### src/design/assert_macros.svh
// assertion helpers shared by the design files
`ifndef ASSERT_MACROS_SVH
`define ASSERT_MACROS_SVH

// property that must hold at every clock edge outside reset
`define TGPS_ASSERT(label, prop, msg) \
  label: assert property (@(posedge clk) disable iff (!rst_n) (prop)) else $error(msg);

// condition that must never be seen outside reset
`define TGPS_NEVER(label, cond, msg) \
  label: assert property (@(posedge clk) disable iff (!rst_n) !(cond)) else $error(msg);

`endif

### src/design/tgps_pkg.sv
`timescale 1ns / 1ps
// ----------------------------------------------------------------------------
// tgps_pkg
// types and constants shared by the tone generator controller and datapath
// ----------------------------------------------------------------------------
package tgps_pkg;

  localparam int ClockW      = 26;
  localparam int PeriodW     = 16;
  localparam int ToneW       = 12;
  localparam int UnitsW      = 8;
  localparam int StepW       = 8;
  localparam int CfgDataW    = 32;
  localparam int CfgAddrW    = 3;

  localparam logic [ClockW-1:0]  ClockHzReset = 26'd11059200;
  localparam logic [PeriodW-1:0] PeriodReset  = 16'd64000;

  // prescale 8 times two half periods: divide clock by 16 as a shift
  localparam int PrescaleShift = 4;
  localparam int DvdW          = ClockW - PrescaleShift;
  localparam int DivSteps      = DvdW;
  localparam int DivCntW       = $clog2(DivSteps);

  // budget = product / 40 = (product >> 3) / 5, the divide by 5 by reciprocal
  localparam int ProdW         = UnitsW + ToneW;
  localparam int BudgetShift   = 3;
  localparam int ScaledW       = ProdW - BudgetShift;
  localparam int Recip5Shift   = 18;
  localparam int RecipW        = 16;
  localparam logic [RecipW-1:0] Recip5 = 16'd52429;
  localparam int MulW          = ScaledW + RecipW;

  localparam logic [CfgAddrW-1:0] RegClockHz = 3'd0;

  typedef enum logic [1:0] {
    ST_IDLE,
    ST_DIV,
    ST_LOAD
  } tgps_state_t;

  typedef struct packed {
    logic tick;
    logic reject;
    logic start;
    logic step;
    logic commit;
  } tgps_cmd_t;

  typedef struct packed {
    logic tone_zero;
    logic div_last;
  } tgps_status_t;

endpackage

### src/design/tgps_ctrl.sv
`timescale 1ns / 1ps
// ----------------------------------------------------------------------------
// tgps_ctrl
// request sequencing: accepts requests, runs the divide sequence for play
// requests with nonzero tone and owns the result valid flag
// ----------------------------------------------------------------------------
`include "assert_macros.svh"

module tgps_ctrl (
  input  logic                  clk,
  input  logic                  rst_n,
  input  logic                  in_valid,
  input  logic                  in_req_type,
  output logic                  in_stall,
  output logic                  out_valid,
  input  logic                  out_stall,
  input  tgps_pkg::tgps_status_t status,
  output tgps_pkg::tgps_cmd_t    cmd
);
  import tgps_pkg::*;

  tgps_state_t state_r, state_nxt;
  logic        out_valid_r, out_valid_nxt;
  logic        accept;
  logic        out_load;

  // the result register must be empty or draining before a new request
  assign in_stall  = (state_r != ST_IDLE) || (out_valid_r && out_stall);
  assign accept    = in_valid && !in_stall;
  assign out_valid = out_valid_r;

  always_comb begin
    state_nxt = state_r;
    unique case (state_r)
      ST_IDLE: begin
        if (accept && in_req_type && !status.tone_zero) state_nxt = ST_DIV;
      end
      ST_DIV: begin
        if (status.div_last) state_nxt = ST_LOAD;
      end
      ST_LOAD: state_nxt = ST_IDLE;
      default: state_nxt = ST_IDLE;
    endcase
  end

  always_comb begin
    cmd = '0;
    unique case (state_r)
      ST_IDLE: begin
        cmd.tick   = accept && !in_req_type;
        cmd.reject = accept && in_req_type && status.tone_zero;
        cmd.start  = accept && in_req_type && !status.tone_zero;
      end
      ST_DIV:  cmd.step   = 1'b1;
      ST_LOAD: cmd.commit = 1'b1;
      default: cmd = '0;
    endcase
  end

  assign out_load = cmd.tick || cmd.reject || cmd.commit;

  always_comb begin
    out_valid_nxt = out_valid_r;
    if (out_load) begin
      out_valid_nxt = 1'b1;
    end else if (!out_stall) begin
      out_valid_nxt = 1'b0;
    end
  end

  always_ff @(posedge clk) begin
    if (!rst_n) begin
      state_r     <= ST_IDLE;
      out_valid_r <= 1'b0;
    end else begin
      state_r     <= state_nxt;
      out_valid_r <= out_valid_nxt;
    end
  end

  `TGPS_NEVER(a_commit_into_full, cmd.commit && out_valid_r, "result overwritten")
  `TGPS_ASSERT(a_start_divides, cmd.start |=> state_r == ST_DIV, "divide not started")
  `TGPS_ASSERT(a_load_presents, state_r == ST_LOAD |=> out_valid_r, "play result not presented")

endmodule

### src/design/tgps_dp.sv
`timescale 1ns / 1ps
// ----------------------------------------------------------------------------
// tgps_dp
// tone state, tick update, bit-serial period divider and result register
// ----------------------------------------------------------------------------
`include "assert_macros.svh"

module tgps_dp (
  input  logic                                clk,
  input  logic                                rst_n,
  input  tgps_pkg::tgps_cmd_t                  cmd,
  output tgps_pkg::tgps_status_t               status,
  input  logic [tgps_pkg::ClockW-1:0]         clock_hz,
  input  logic [tgps_pkg::UnitsW-1:0]         in_duration_units,
  input  logic [tgps_pkg::ToneW-1:0]          in_tone_hz,
  input  logic signed [tgps_pkg::StepW-1:0]   in_sweep_delta,
  output logic                                out_pin_level,
  output logic                                out_playing,
  output logic                                out_rejected
);
  import tgps_pkg::*;

  // architectural tone state
  logic [PeriodW-1:0] half_period_r, half_period_nxt;
  logic [PeriodW-1:0] tick_count_r,  tick_count_nxt;
  logic [PeriodW-1:0] budget_r,      budget_nxt;
  logic [StepW-1:0]   sweep_r,       sweep_nxt;
  logic               level_r,       level_nxt;
  logic               enabled_r,     enabled_nxt;

  // divider and play operands
  logic [DvdW-1:0]    quo_r,     quo_nxt;
  logic [ToneW-1:0]   rem_r,     rem_nxt;
  logic [ToneW-1:0]   divisor_r, divisor_nxt;
  logic [DivCntW-1:0] cnt_r,     cnt_nxt;
  logic [ProdW-1:0]   prod_r,    prod_nxt;
  logic [StepW-1:0]   step_hold_r, step_hold_nxt;

  // result register
  logic out_pin_r, out_pin_nxt;
  logic out_playing_r, out_playing_nxt;
  logic out_rejected_r, out_rejected_nxt;

  logic               match;
  logic [ToneW:0]     rem_sh;
  logic               ge;
  logic [MulW-1:0]    scaled;
  logic [PeriodW-1:0] period_new;
  logic [PeriodW-1:0] budget_new;

  assign status.tone_zero = (in_tone_hz == '0);
  assign status.div_last  = (cnt_r == DivCntW'(DivSteps - 1));

  assign match  = (tick_count_r == half_period_r);
  assign rem_sh = {rem_r, quo_r[DvdW-1]};
  assign ge     = (rem_sh >= {1'b0, divisor_r});
  assign scaled = MulW'(prod_r[ProdW-1:BudgetShift]) * MulW'(Recip5);
  assign budget_new = PeriodW'(scaled[MulW-1:Recip5Shift]);
  assign period_new = (quo_r[DvdW-1:PeriodW] != '0) ? {PeriodW{1'b1}} : quo_r[PeriodW-1:0];

  always_comb begin
    half_period_nxt = half_period_r;
    tick_count_nxt  = tick_count_r;
    budget_nxt      = budget_r;
    sweep_nxt       = sweep_r;
    level_nxt       = level_r;
    enabled_nxt     = enabled_r;
    if (cmd.tick) begin
      if (!match) begin
        tick_count_nxt = tick_count_r + PeriodW'(1);
      end else begin
        tick_count_nxt = '0;
        if (enabled_r) begin
          level_nxt = !level_r;
          // every fourth toggle the period moves by the sweep step
          if (budget_r[1:0] == 2'b11) begin
            half_period_nxt = half_period_r - {{(PeriodW-StepW){sweep_r[StepW-1]}}, sweep_r};
          end
          if (budget_r == '0) begin
            enabled_nxt = 1'b0;
            level_nxt   = 1'b0;
          end else begin
            budget_nxt = budget_r - PeriodW'(1);
          end
        end
      end
    end else if (cmd.commit) begin
      half_period_nxt = period_new;
      budget_nxt      = budget_new;
      sweep_nxt       = step_hold_r;
      enabled_nxt     = 1'b1;
    end
  end

  always_comb begin
    quo_nxt       = quo_r;
    rem_nxt       = rem_r;
    divisor_nxt   = divisor_r;
    cnt_nxt       = cnt_r;
    prod_nxt      = prod_r;
    step_hold_nxt = step_hold_r;
    if (cmd.start) begin
      quo_nxt       = clock_hz[ClockW-1:PrescaleShift];
      rem_nxt       = '0;
      divisor_nxt   = in_tone_hz;
      cnt_nxt       = '0;
      prod_nxt      = ProdW'(in_duration_units) * ProdW'(in_tone_hz);
      step_hold_nxt = in_sweep_delta;
    end else if (cmd.step) begin
      quo_nxt = {quo_r[DvdW-2:0], ge};
      rem_nxt = ge ? ToneW'(rem_sh - {1'b0, divisor_r}) : rem_sh[ToneW-1:0];
      cnt_nxt = cnt_r + DivCntW'(1);
    end
  end

  always_comb begin
    out_pin_nxt      = out_pin_r;
    out_playing_nxt  = out_playing_r;
    out_rejected_nxt = out_rejected_r;
    if (cmd.tick || cmd.commit) begin
      out_pin_nxt      = level_nxt;
      out_playing_nxt  = enabled_nxt;
      out_rejected_nxt = 1'b0;
    end else if (cmd.reject) begin
      out_pin_nxt      = level_r;
      out_playing_nxt  = enabled_r;
      out_rejected_nxt = 1'b1;
    end
  end

  always_ff @(posedge clk) begin
    if (!rst_n) begin
      half_period_r <= PeriodReset;
      tick_count_r  <= '0;
      budget_r      <= '0;
      sweep_r       <= '0;
      level_r       <= 1'b0;
      enabled_r     <= 1'b0;
    end else begin
      half_period_r <= half_period_nxt;
      tick_count_r  <= tick_count_nxt;
      budget_r      <= budget_nxt;
      sweep_r       <= sweep_nxt;
      level_r       <= level_nxt;
      enabled_r     <= enabled_nxt;
    end
  end

  always_ff @(posedge clk) begin
    quo_r          <= quo_nxt;
    rem_r          <= rem_nxt;
    divisor_r      <= divisor_nxt;
    cnt_r          <= cnt_nxt;
    prod_r         <= prod_nxt;
    step_hold_r    <= step_hold_nxt;
    out_pin_r      <= out_pin_nxt;
    out_playing_r  <= out_playing_nxt;
    out_rejected_r <= out_rejected_nxt;
  end

  assign out_pin_level = out_pin_r;
  assign out_playing   = out_playing_r;
  assign out_rejected  = out_rejected_r;

  `TGPS_ASSERT(a_period_quiet, !(cmd.tick || cmd.commit) |=> $stable(half_period_r), "period moved")
  `TGPS_ASSERT(a_idle_pin_low, !enabled_r && $past(enabled_r) |-> !level_r, "pin high after effect")

endmodule

### src/design/tone_generator_with_pitch_sweep_core.sv
`timescale 1ns / 1ps
// ----------------------------------------------------------------------------
// tone_generator_with_pitch_sweep_core
// square-wave sound effect generator with per-toggle pitch sweep
// ----------------------------------------------------------------------------
// usage
//   input channel (in_valid / in_stall): one request per prescaled timer tick
//   (in_req_type 0) or a play request (in_req_type 1) with length, tone and
//   sweep step. every request gives exactly one result on the out_ channel
//   (out_valid / out_stall): pin level, playing flag and a rejected flag for
//   a play request with zero tone.
//   a tick or a rejected play request needs no divide: its result appears in
//   the output register the cycle after acceptance, and ticks can follow at
//   one per cycle while results are taken.
//   a valid play request divides the prescaled clock (clock_hz / 16) by
//   the tone bit-serially, one quotient bit per cycle for 22 quotient bits,
//   then a load state registers its result; in_stall is high meanwhile.
//   while a result waits under out_stall, in_stall is raised; a result taken
//   in the same cycle frees the register for the next request.
//   the clock frequency register sits at apb address 0; write it only idle.
//   reset restores clock_hz to 11059200, period 64000, tone level low, tone off.
// ----------------------------------------------------------------------------
module tone_generator_with_pitch_sweep_core (
  input  logic                                clk,
  input  logic                                rst_n,
  input  logic                                in_valid,
  output logic                                in_stall,
  input  logic                                in_req_type,
  input  logic [tgps_pkg::UnitsW-1:0]         in_duration_units,
  input  logic [tgps_pkg::ToneW-1:0]          in_tone_hz,
  input  logic signed [tgps_pkg::StepW-1:0]   in_sweep_delta,
  output logic                                out_valid,
  input  logic                                out_stall,
  output logic                                out_pin_level,
  output logic                                out_playing,
  output logic                                out_rejected,
  input  logic                                psel,
  input  logic                                penable,
  input  logic                                pwrite,
  input  logic [tgps_pkg::CfgAddrW-1:0]       paddr,
  input  logic [tgps_pkg::CfgDataW-1:0]       pwdata,
  output logic [tgps_pkg::CfgDataW-1:0]       prdata,
  output logic                                pready
);
  import tgps_pkg::*;

  logic [ClockW-1:0] clock_hz_r, clock_hz_nxt;
  logic              cfg_hit;
  tgps_cmd_t         cmd;
  tgps_status_t      status;

  // word select only, byte offset bits are ignored
  assign cfg_hit = (paddr[CfgAddrW-1:2] == RegClockHz[CfgAddrW-1:2]);
  assign pready  = 1'b1;
  assign prdata  = cfg_hit ? CfgDataW'(clock_hz_r) : '0;

  always_comb begin
    clock_hz_nxt = clock_hz_r;
    if (psel && penable && pwrite && pready && cfg_hit) begin
      clock_hz_nxt = pwdata[ClockW-1:0];
    end
  end

  always_ff @(posedge clk) begin
    if (!rst_n) begin
      clock_hz_r <= ClockHzReset;
    end else begin
      clock_hz_r <= clock_hz_nxt;
    end
  end

  tgps_ctrl u_ctrl (
    .clk         (clk),
    .rst_n       (rst_n),
    .in_valid    (in_valid),
    .in_req_type (in_req_type),
    .in_stall    (in_stall),
    .out_valid   (out_valid),
    .out_stall   (out_stall),
    .status      (status),
    .cmd         (cmd)
  );

  tgps_dp u_dp (
    .clk               (clk),
    .rst_n             (rst_n),
    .cmd               (cmd),
    .status            (status),
    .clock_hz          (clock_hz_r),
    .in_duration_units (in_duration_units),
    .in_tone_hz        (in_tone_hz),
    .in_sweep_delta    (in_sweep_delta),
    .out_pin_level     (out_pin_level),
    .out_playing       (out_playing),
    .out_rejected      (out_rejected)
  );

endmodule
### config.mk
export PLATFORM = sky130hd
export DESIGN_NAME = tone_generator_with_pitch_sweep_core
export DESIGN_NICKNAME = d
export VERILOG_FILES = /design/src/design/tgps_pkg.sv /design/src/design/tgps_ctrl.sv /design/src/design/tgps_dp.sv /design/src/design/tone_generator_with_pitch_sweep_core.sv
export VERILOG_INCLUDE_DIRS = /design/src /design/src/design
export SDC_FILE = /design/constraint.sdc
export NUM_CORES = 1
export LEC_CHECK = 0
export BUFFER_PORTS_ARGS = -buffer_cell sky130_fd_sc_hd__buf_4
export CAP_MARGIN = 30
export CORE_MARGIN = 3
export CORE_UTILIZATION = 30
export DETAILED_ROUTE_END_ITERATION = 8
export PLACE_DENSITY = 0.47
export SETUP_SLACK_MARGIN = 0.2
export SYNTH_ARGS = -nofsm -noshare
export SYNTH_HDL_FRONTEND = slang
export SYNTH_SLANG_ARGS = --single-unit
### constraint.sdc
create_clock -name clk -period 7.3 [get_ports clk]
set_clock_uncertainty 0.05 [all_clocks]
set_input_delay 1.46 -clock clk [delete_from_list [all_inputs] [get_ports clk]]
set_output_delay 1.46 -clock clk [all_outputs]
set_load 0.05 [all_outputs]
# Word-level counts from Yosys, hierarchy flattened
# Index checks and enable logic that the tools add are counted.
# op_classes
addsub,5
n_mul,2
magnitude_cmp,1
eq_ne,12
mux,37
n_bitwise,2
reduce_logical,29
# op_table
cell,n
$mux W16,12
$mux W22,2
$mul A17 B16 Y33 const B,1
$mux W26,1
$mul A8 B12 Y20,1
$mux W1,17
$add A16 B1 Y16 const B,1
$eq A16 B16 Y1,1
$logic_not A16 Y1,1
$sub A16 B1 Y16 const B,1
$sub A16 B16 Y16,1
$ge A13 B12 Y1,1
$logic_not A12 Y1,1
$mux W12,1
$sub A12 B12 Y12,1
$ne A2 B1 Y1 const B,5
$logic_and A1 B1 Y1,9
$reduce_and A4 Y1,2
$reduce_bool A2 Y1,4
$reduce_bool A6 Y1,1
$add A5 B1 Y5 const B,1
$eq A5 B5 Y1 const B,1
$eq A2 B2 Y1 const B,2
$logic_not A1 Y1,4
9 further kinds,16
# totals
register_bits,169
input_bits,71
output_inout_bits,38

# Depth between registers and ports, before layout
# Gate-level depths: netlist of the first run.
# depth
depth_word,10
depth_mapped,22
depth_no_buf,22

# By module
# A second synthesis of the first run with hierarchy kept.
# hier_totals
hier_cells,1758
hier_area_um2,16314.4
# modules_own_cells
module,instances,cells_per_inst,area_per_inst_um2
tgps_dp,1,1584,14792.9
tone_generator_with_pitch_sweep_core,1,151,1330.0
tgps_ctrl,1,23,191.4

# Worst setup path after synthesis of the first run
# No wires, ideal clock.
# synth_path
path_type,in2reg
from,in in_duration_units[7] in the netlist's numbering
to,reg u_dp.prod_r[18] (data pin)
t_arrival_ns,5.529
slack_ns,1.464
cell_stages,16
n_path_buf,1
cell_sequence,clkbuf_1 > nand2_1 > fa_1 > fa_1 > inv_1 > fa_1 > fa_1 > ha_1 > o21a_1 > nor2_1 > a21o_1 > o21ai_0 > o41a_1 > a211o_1 > a21oi_1 > xnor2_1
# synth_between
elab_chain_cells,1
# synth_rtl
element,line,text
from (decl),tone_generator_with_pitch_sweep_core.sv:29,"input logic [tgps_pkg::UnitsW-1:0] in_duration_units,"
$mul A8 B12 Y20,tgps_dp.sv:107,prod_nxt = ProdW'(in_duration_units) * ProdW'(in_tone_hz);
to (signal assigned),tgps_dp.sv:154,prod_r <= prod_nxt;
to (decl),tgps_dp.sv:36,"logic [ProdW-1:0] prod_r, prod_nxt;"
# No other way between the ends.
# A chain may end at the register's enable or synchronous reset.

# Final worst setup path of the first run
# layout_path
from,reg u_dp.prod_r[10]
to,reg u_dp.budget_r[13]
# layout_between
elab_chain_cells,3
# layout_rtl
element,line,text
$mul A17 B16 Y33,tgps_dp.sv:57,assign scaled = MulW'(prod_r[ProdW-1:BudgetShift]) * MulW'(Recip5);
$mux W16,tgps_dp.sv:87,end else if (cmd.commit) begin
$mux W16,tgps_dp.sv:68,if (cmd.tick) begin
to (signal assigned),tgps_dp.sv:142,budget_r <= budget_nxt;
to (decl),tgps_dp.sv:26,"logic [PeriodW-1:0] budget_r, budget_nxt;"
# No other way between the ends. The select of a mux whose other input is x is not followed.

==> results.json, run 1 <==
{
  "status": "complete, no violations",
  "cap_viol_max_count": 0,
  "cp_data_required_time_ns": 7.57,
  "worstPathMaxFanout": 5,
  "dp_hpwl_mm": 31.0,
  "critPathLaunchType": "flip-flop",
  "ys_warn_count": 0,
  "fmax_mhz": 164,
  "cp_cell_sequence": "ha_1 -> inv_1 -> fa_1 -> inv_1 -> fa_1 -> fa_1 -> inv_1 -> fa_1 -> fa_1 -> inv_1 -> ha_1 -> nor3_1 -> a211oi_1 -> nand4_1 -> o2bb2ai_1 -> a211o_1 -> a21oi_1 -> a31oi_1 -> xnor2_1 -> o22ai_1",
  "ctsResizeCount": 0,
  "ant_nets": 0,
  "clk_latency_ns": 0.45,
  "grt_max_degree": 58,
  "setup_tns_ns": 0,
  "synth_enable_flop_cells": 61,
  "core_sq_um": 52900,
  "path_class": "reg -> reg",
  "fin_crit_sh_pct": 83.7,
  "max_slew.worst_pin.slew_ns": 0.954,
  "rows": 84,
  "rsz0062_at_grt": "false",
  "totalWireLength_mm": 38.9,
  "drv_slew": 0,
  "cts_hold_buf": 0,
  "cts_htree_levels": 4,
  "synth_most_common_cell": "inv_1",
  "cts-root-buf": "clkbuf_16",
  "die_w_um": 238,
  "yosys_register_bits": 166,
  "postCtsSetupBuffers": 0,
  "place_congestion": 0.885,
  "gr-total-overflow": 0,
  "clkSlewWorstSetupHoldPaths_ns": 0.07,
  "fin_crit_ns": 6.11,
  "drive_gt1_share_pct": 9.73,
  "dr_total_vias": 11900,
  "synth_flop_cell": "dfxtp_1",
  "grt_pass1_wl_mm": 64.5,
  "routed_via_density": 4.73,
  "grt_pass1_vias": 12000,
  "numCtsBuffers": 17,
  "path_buf_inv": 4,
  "drtIter0Drc": 518,
  "post-route-drc-count": 0,
  "antenna_found_initial": 0,
  "synth_cell_types": 75,
  "synth_top_area_share_pct": 18.5,
  "fin_nets": 2233,
  "ys_top_cells_by_count": "279 x inv_1, 206 x ha_1, 180 x nand2_1",
  "fill_cells": 5445,
  "setup_viol": 0,
  "timing.rr.start": "u_dp.prod_r[10]",
  "wire_per_inst_um": 15.5,
  "min_path_type": "reg -> reg",
  "slowest_delay_ns": 0.56,
  "synth_area_per_cell_sq_um": 9.20,
  "finalHoldViolCount": 0,
  "clockBufferDepth": 2,
  "cp_common_cell": "fa_1",
  "cp.arrival_ns": 6.38,
  "cts_tree": "done",
  "crit_slowest_cell": "fa_1",
  "synthToLayoutAreaGrowth_pct": 12.0,
  "die_h_um": 238,
  "dieArea_sq_um": 56500,
  "grt_use_total_pct": 14.2,
  "synthTopCellsByArea": "fa_1 19%, ha_1 16%, dfxtp_1 13%, edfxtp_1 11%, inv_1 6.5%",
  "crit_path_end_kind": "flip-flop",
  "crit_family": "adder cells",
  "n_antenna_cell": 0,
  "ios": 109,
  "drt-pass1-iter-count": 5,
  "yosysTopAreaCell": "fa_1",
  "min_from": "u_dp.sweep_r[3]",
  "seq_area_frac_synth_pct": 24.4,
  "max_slew_margin_pct": 36.4,
  "setup.worst_path.start": "u_dp.prod_r[10]",
  "initial_utilization_pct": 30.4,
  "cts.sinks": 166,
  "portBuffers": 93,
  "syn-cell-area_sq_um": 16100,
  "syn_inst": 1749,
  "async_flop_share_pct": 0
}
-- final timing paths --
path | endpoint | slack (ns) | depth (start not counted)
setup / recovery | u_dp.budget_r[13] | 1.19 | 20
hold / removal | u_dp.sweep_r[3] | 0.40 | 2
setup reg to reg | u_dp.budget_r[13] | 1.19 | 20
hold reg to reg | u_dp.sweep_r[3] | 0.40 | 2
-- tightest hold or removal path, cell delays in order, from the launching register on --
cell and delay [ns]:
dfxtp_1 0.31, nand2_1 0.05, a21oi_1 0.05
-- cells in the final DEF, fill, tap and decap left out, types with 5 or more instances in the layout --
cell type  Yosys  routed
edfxtp_1      61      61
inv_1        279     278
o22ai_1        5       5
a211oi_1       8       8
and2_1        48      48
nor2b_1       36      36
dfxtp_1      105     105
o311ai_0      10      10
nand2b_1      13      13
ha_1         206     206
a21oi_1       92      92
or2_2          9       9
a21o_1        19      19
o211ai_1      11      11
a21boi_0       5       5
nand2_1      180     180
and3_1        18      18
or3_1          5       5
nor4_1        12      12
o21ai_0       36      35
a211o_1        7       7
xor2_1        31      31
a221o_1        7       7
a31oi_1       11      11
buf_4          7      99
nand4_1       17      17
nor3_1        30      30
mux2_2        24      24
clkbuf_16      0      17
conb_1         2       7
nor2_1        91      90
o21a_1        10      10
nand3_1       27      27
fa_1         149     149
xnor2_1       49      49
-- cell families (layout without fill, tap and decap cells) --
| group | count (synthesis) | count (layout) | share of synthesized area, % |
|---|---|---|---|
| adder cells (fa/ha/maj) | 355 | 355 | 34.5 |
| other | 2 | 7 | 0.0467 |
| XOR/XNOR | 80 | 80 | 4.35 |
| multiplexers | 27 | 27 | 1.87 |
| buffers and inverters | 346 | 412 | 8.37 |
| AO/OA/AOI/OAI | 264 | 264 | 10.9 |
| flip-flops | 166 | 166 | 24.4 |
| AND/OR/NAND/NOR | 509 | 509 | 15.5 |
-- cell type report --
class / instances / area, sq um / share of cell area (%)
clock buffer: 18 / 429 / 2.38
clock inverter: 14 / 148 / 0.819
inverter: 280 / 1050 / 5.83
multi-input combinational: 1242 / 10800 / 60.2
sequential: 166 / 3930 / 21.8
tap: 688 / 861 / 4.78
timing repair buffer: 100 / 758 / 4.21
-- flip-flops by register name (all words and copies together) (netlist names), 12 cells and up --
register            count
u_dp.half_period_r     16
u_dp.tick_count_r      16
u_dp.rem_r             12
u_dp.quo_r             22
u_dp.budget_r          16
u_dp.divisor_r         12
clock_hz_r             26
u_dp.prod_r            17
-- stage by stage --
stage / cell area [sq um] / hold WS (ns) / setup WS [ns] / utilization, % / std cells
5_1_grt: 18000 / 0.420 / 0.739 / 34.1 / 2508
6_report: 18000 / 0.402 / 1.19 / 34.1 / 2508
3_3_place_gp: 17400 / 0.390 / 1.18 / 33.0 / 2475
4_1_cts: 18000 / 0.406 / 1.17 / 34.1 / 2508
3_5_place_dp: 17400 / 0.396 / 1.16 / 33.0 / 2476
2_1_floorplan: 16100 / 0.382 / 1.46 / - / 1754
-- metal layers --
layer	part of all wire, %	track usage [%]	up-vias
met5	0	0	-
met4	1.1	3.15	0
met3	2.6	2.31	27
met2	47	23.6	118
met1	49	19.4	5787
li1	-	-	5942
Power of run 1 is not shown: default switching activity piles up to over one toggle a cycle in this logic, so the estimate is an artifact.
==> run 2, diff against run 1 <==
--- a/config.mk
+++ b/config.mk
@@ -6,12 +6,13 @@
 export SDC_FILE = /design/constraint.sdc
 export NUM_CORES = 1
 export LEC_CHECK = 0
+export ABC_AREA = 1
 export BUFFER_PORTS_ARGS = -buffer_cell sky130_fd_sc_hd__buf_4
 export CAP_MARGIN = 30
 export CORE_MARGIN = 3
 export CORE_UTILIZATION = 30
 export DETAILED_ROUTE_END_ITERATION = 8
-export PLACE_DENSITY = 0.47
+export PLACE_DENSITY = 0.49
 export SETUP_SLACK_MARGIN = 0.2
 export SYNTH_ARGS = -nofsm -noshare
 export SYNTH_HDL_FRONTEND = slang
==> constraint.sdc (replaced) <==
create_clock -name clk -period 5.3 [get_ports clk]
set_clock_uncertainty 0.05 [all_clocks]
set_input_delay 1.06 -clock clk [delete_from_list [all_inputs] [get_ports clk]]
set_output_delay 1.06 -clock clk [all_outputs]
set_load 0.05 [all_outputs]
==> results.json, run 2 <==
{
  "gr-total-overflow": 0,
  "worstPathMaxFanout": 4,
  "core_sq_um": 55600,
  "seq_area_frac_synth_pct": 23.1,
  "initial_utilization_pct": 30.6,
  "synth_flop_cell": "dfxtp_1",
  "synth_enable_flop_cells": 61,
  "cp.arrival_ns": 5.29,
  "path_depth": 20,
  "fill_cells": 5852,
  "r2r_slack_ns": 0.37,
  "dp_hpwl_mm": 36.5,
  "synth_top_family_by_area": "adder cells",
  "final_common_cell": "inv_1",
  "rows": 86,
  "fin_crit_ns": 4.93,
  "crit_end": "u_dp.budget_r[9]",
  "cts_hold_buf": 0,
  "worstReg2RegEnd": "u_dp.budget_r[9]",
  "die_w_um": 244,
  "ys_warn_count": 0,
  "crit_path_end_kind": "flip-flop",
  "synthToLayoutAreaGrowth_pct": 19.5,
  "synth_most_common_cell": "inv_1",
  "status": "complete, no violations",
  "setup.worst_path.start": "u_dp.prod_r[17]",
  "cap_viol_max_count": 0,
  "wire_per_inst_um": 14.5,
  "fmax_mhz": 203,
  "grt_pass1_wl_mm": 74.2,
  "path_class": "reg -> reg",
  "place_congestion": 0.885,
  "crit_slowest_cell": "fa_1",
  "synth_xor_area_share_pct": 2.93,
  "post-route-drc-count": 0,
  "path_buf_inv": 6,
  "synth-compound-area-share_pct": 10.9,
  "cts.sinks": 166,
  "die_h_um": 244,
  "drive_gt1_share_pct": 15.0,
  "cts_tree": "done",
  "synth_top_area_share_pct": 17.5,
  "dieArea_sq_um": 59700,
  "synthTopCellsByArea": "fa_1 18%, ha_1 15%, dfxtp_1 12%, edfxtp_1 11%, inv_1 10%",
  "worstRegToRegCells": 20,
  "ios": 109,
  "min_path_type": "reg -> reg",
  "rsz0062_at_grt": "true",
  "drt-pass1-iter-count": 6,
  "fin_crit_sh_pct": 93.0,
  "clockBufferDepth": 2,
  "grt_max_degree": 61,
  "synth.area.mux_share_pct": 0,
  "ant_nets": 0,
  "grt_pass1_vias": 14800,
  "crit_family": "adder cells",
  "totalWireLength_mm": 45.1,
  "max_slew_margin_pct": 38.5,
  "synth_cell_types": 46,
  "routed_via_density": 4.60,
  "layout_common_cells": "436 x inv_1, 419 x nand2_1, 181 x ha_1",
  "cp_cell_sequence": "ha_1 -> ha_1 -> inv_1 -> fa_1 -> inv_1 -> fa_1 -> fa_1 -> inv_1 -> fa_1 -> inv_1 -> ha_4 -> nand2_2 -> inv_2 -> nand3_4 -> nor3_4 -> buf_4 -> nand3_1 -> nand4_1 -> nand3_2 -> a21oi_2",
  "ys_top_cells_by_count": "456 x inv_1, 433 x nand2_1, 206 x ha_1",
  "synth_adder_area_share_pct": 32.6,
  "syn_inst": 2218,
  "reg.largest.list": "clock_hz_r (26), u_dp.quo_r (22), u_dp.prod_r (17)",
  "antenna_found_initial": 0,
  "cp_data_required_time_ns": 5.66,
  "numCtsBuffers": 17,
  "clkSlewWorstSetupHoldPaths_ns": 0.08,
  "syn-cell-area_sq_um": 17000,
  "hold_ws_ns": 0.412,
  "multi_input_area_sq_um": 11900,
  "synthSimpleGateAreaFrac_pct": 18.5,
  "synth_area_per_cell_sq_um": 7.68,
  "drv_slew": 0,
  "seq_area_sq_um": 3930,
  "cts_htree_levels": 4,
  "portBuffers": 93,
  "cts-root-buf": "clkbuf_16",
  "clk_latency_ns": 0.48,
  "largest_reg_flops": 26,
  "max_slew.worst_pin.slew_ns": 0.922,
  "slowest_delay_ns": 0.54,
  "n_antenna_cell": 0,
  "setup_viol": 0,
  "drtIter0Drc": 556,
  "yosysTopAreaCell": "fa_1",
  "yosys_register_bits": 166,
  "timing.rr.start": "u_dp.prod_r[17]",
  "finalHoldViolCount": 0,
  "regMostFlops": "clock_hz_r",
  "critPathLaunchType": "flip-flop",
  "grt_use_total_pct": 15.4,
  "async_flop_share_pct": 0,
  "fin_nets": 2773,
  "dr_total_vias": 14300
}
-- run 2: per-layer routing --
metal | track usage [%] | share of wire (%) | vias up
met3 | 2.64 | 3.0 | 54
met2 | 26.5 | 48 | 202
met5 | 0 | 0 | -
li1 | - | - | 7262
met1 | 19.9 | 47 | 6791
met4 | 4.26 | 2.1 | 0
-- run 2: timing repair --
| action | 4_1_cts | 5_1_grt |
|---|---|---|
| cloned | 0 | 0 |
| pin swaps | 14 | 75 |
| gates resized for setup | 44 | 137 |
| setup buffers | 6 | 13 |
| endpoints found under the hold margin | 0 | 0 |
| setup endpoints to repair | 15 | 15 |
-- run 2: worst min-delay path, delay by kind of cell (launching register included) --
kind	cells	cell delay, ns
buf+inv	1	0.06
compound gates	1	0.06
flops	1	0.30
-- run 2: worst min path at each step --
| stage | from | end | slack, ns | depth (start not counted) |
|---|---|---|---|---|
| CTS | clock_hz_r[2] | clock_hz_r[2] | 0.41 | 2 |
| finish | clock_hz_r[2] | clock_hz_r[2] | 0.41 | 2 |
| floorplan | clock_hz_r[3] | clock_hz_r[3] | 0.38 | 2 |
| global route | clock_hz_r[1] | clock_hz_r[1] | 0.43 | 2 |
| global placement | clock_hz_r[2] | clock_hz_r[2] | 0.39 | 2 |
| detailed placement | clock_hz_r[2] | clock_hz_r[2] | 0.40 | 2 |
-- run 2: final cells by class --
class	count	share of cell area, %
well taps	748	4.60
inverters	462	8.54
clock inverters	15	0.805
repair buffers	170	6.42
flip-flops and latches	166	19.3
clock buffers	17	2.09
multi-input cells	1530	58.2
-- run 2: metrics by stage --
step | std cells | setup TNS, ns | cell area, sq um | setup slack (ns) | utilization (%)
final | 3108 | 0 | 20400 | 0.374 | 36.6
after global routing | 3108 | 0 | 20400 | 0.163 | 36.6
after CTS | 3095 | 0 | 19700 | 0.180 | 35.5
after detailed placement | 3057 | -0.000806 | 18900 | -0.000806 | 33.9
after global placement | 3056 | -0.00510 | 18800 | -0.00510 | 33.8
after floorplan | 2223 | 0 | 17100 | 0.354 | -
-- run 2: kinds of logic (layout without fill, tap and decap cells) --
family          after synthesis  in the layout
compound gates              350            350
xor+xnor                     57             57
buf+inv                     527            664
simple gates                761            761
flops                       166            166
other cells                   2              7
fa+ha+maj                   355            355
Power of run 2 is left out for the same reason.
==> run 3, diff against run 2 <==
--- a/config.mk
+++ b/config.mk
@@ -10,9 +10,10 @@
 export BUFFER_PORTS_ARGS = -buffer_cell sky130_fd_sc_hd__buf_4
 export CAP_MARGIN = 30
 export CORE_MARGIN = 3
-export CORE_UTILIZATION = 30
+export CORE_UTILIZATION = 25
 export DETAILED_ROUTE_END_ITERATION = 8
-export PLACE_DENSITY = 0.49
+export PLACE_DENSITY = 0.43
+export REMOVE_ABC_BUFFERS = 1
 export SETUP_SLACK_MARGIN = 0.2
 export SYNTH_ARGS = -nofsm -noshare
 export SYNTH_HDL_FRONTEND = slang
==> results.json, run 3 (synthesis results as in run 2) <==
{
  "status": "complete, no violations",
  "crit_path_end_kind": "flip-flop",
  "clkSlewWorstSetupHoldPaths_ns": 0.08,
  "fin_crit_sh_pct": 93.4,
  "path_depth": 20,
  "grt_pass1_vias": 14600,
  "timing.rr.start": "u_dp.prod_r[4]",
  "drv_slew": 0,
  "setup_viol": 0,
  "cts-root-buf": "clkbuf_16",
  "setup.worst_path.start": "u_dp.prod_r[4]",
  "gr-total-overflow": 0,
  "path_class": "reg -> reg",
  "fin_crit_ns": 4.95,
  "place_congestion": 0.871,
  "fin_nets": 2788,
  "min_from": "clock_hz_r[1]",
  "cts_tree": "done",
  "portBuffers": 93,
  "dp_hpwl_mm": 39.3,
  "die_h_um": 267,
  "cp_cell_sequence": "ha_4 -> xor2_2 -> ha_1 -> fa_1 -> fa_1 -> fa_1 -> inv_1 -> fa_1 -> inv_1 -> ha_4 -> nand2_1 -> inv_2 -> nand3_4 -> nor3_4 -> buf_4 -> nand3_1 -> nand3_1 -> nand2_1 -> nand3_1 -> a21oi_1",
  "drive_gt1_share_pct": 14.8,
  "cts.sinks": 166,
  "drt-pass1-iter-count": 6,
  "die_w_um": 267,
  "cts_htree_levels": 4,
  "dp.cells": 3201,
  "seq_area_sq_um": 3930,
  "r2r_slack_ns": 0.35,
  "crit_slowest_cell": "fa_1",
  "rsz0062_at_grt": "true",
  "fin_area_sq_um": 20700,
  "totalWireLength_mm": 48.5,
  "fill_cells": 7223,
  "final_common_cell": "inv_1",
  "max_slew_margin_pct": 42.7,
  "rows": 95,
  "regMostFlops": "clock_hz_r",
  "grt_use_total_pct": 13.9,
  "dieArea_sq_um": 71300,
  "layout_common_cells": "444 x inv_1, 420 x nand2_1, 182 x buf_4",
  "wire_per_inst_um": 14.9,
  "slowest_delay_ns": 0.57,
  "worst_slack_ns": 0.348,
  "cp.arrival_ns": 5.28,
  "grt_pass1_wl_mm": 78.1,
  "fmax_mhz": 202,
  "reg.largest.list": "clock_hz_r (26), u_dp.quo_r (22), u_dp.prod_r (17)",
  "finalHoldViolCount": 0,
  "critPathLaunchType": "flip-flop",
  "cap_viol_max_count": 0,
  "numCtsBuffers": 17,
  "worstReg2RegEnd": "u_dp.budget_r[9]",
  "crit_end": "u_dp.budget_r[9]",
  "final_cells": 3248,
  "multi_input_area_sq_um": 11800,
  "drtIter0Drc": 621,
  "initial_utilization_pct": 25.3,
  "placed_cell_area_sq_um": 19200,
  "synthToLayoutAreaGrowth_pct": 21.2,
  "worstPathMaxFanout": 4,
  "crit_family": "adder cells",
  "grt_max_degree": 61,
  "min_path_type": "reg -> reg",
  "clk_latency_ns": 0.48,
  "cp_data_required_time_ns": 5.62,
  "dr_total_vias": 14300,
  "clockBufferDepth": 2,
  "path_buf_inv": 4,
  "core_sq_um": 67400,
  "post-route-drc-count": 0,
  "hold_ws_ns": 0.407,
  "ios": 109,
  "antenna_found_initial": 0,
  "ant_nets": 0,
  "worstRegToRegCells": 20,
  "dp_slack_ns": -0.139,
  "n_antenna_cell": 0,
  "largest_reg_flops": 26,
  "routed_via_density": 4.40,
  "max_slew.worst_pin.slew_ns": 0.857,
  "cp_common_cell": "fa_1"
}
run 3: layout make-up:
class                      instances  area share (%)
clock inverter                    14           0.860
clock buffer                      18            2.18
tap                              873            5.29
sequential                       166            19.0
inverter                         462            8.40
timing repair buffer             185            6.94
multi-input combinational       1530            57.3
run 3: what timing repair did:
action / 4_1_cts / 5_1_grt
pin swaps: 16 / 59
buffers inserted: 5 / 10
gates resized for setup: 54 / 102
endpoints found under the setup margin: 15 / 15
hold buffers: 0 / 0
run 3: how the worst min path moves through the flow:
stage                              to  cells after the start
detailed placement      clock_hz_r[1]                      2
floorplan               clock_hz_r[0]                      2
finish                  clock_hz_r[1]                      2
global route        u_dp.out_rejected                      2
global placement        clock_hz_r[0]                      2
CTS                     clock_hz_r[1]                      2
run 3: metrics by stage:
stage / TNS, ns / utilization (%)
after floorplan: 0 / -
after global placement: -0.254 / 28.4
after detailed placement: -0.719 / 28.4
after CTS: 0 / 29.8
after global routing: 0 / 30.6
final: 0 / 30.6
run 3: per-layer routing:
layer	up-vias	global-route usage, %	wire length, um
li1	7277	-	-
met1	6760	19.6	24200
met2	228	22.4	21900
met3	39	2.03	1520
met4	0	3.38	784
met5	-	0	0
run 3: worst min-delay path: stages (launching register included):
cell and delay, ns:
dfxtp_1 0.30, inv_1 0.06, a21oi_1 0.06
Power of run 3 is left out for the same reason.
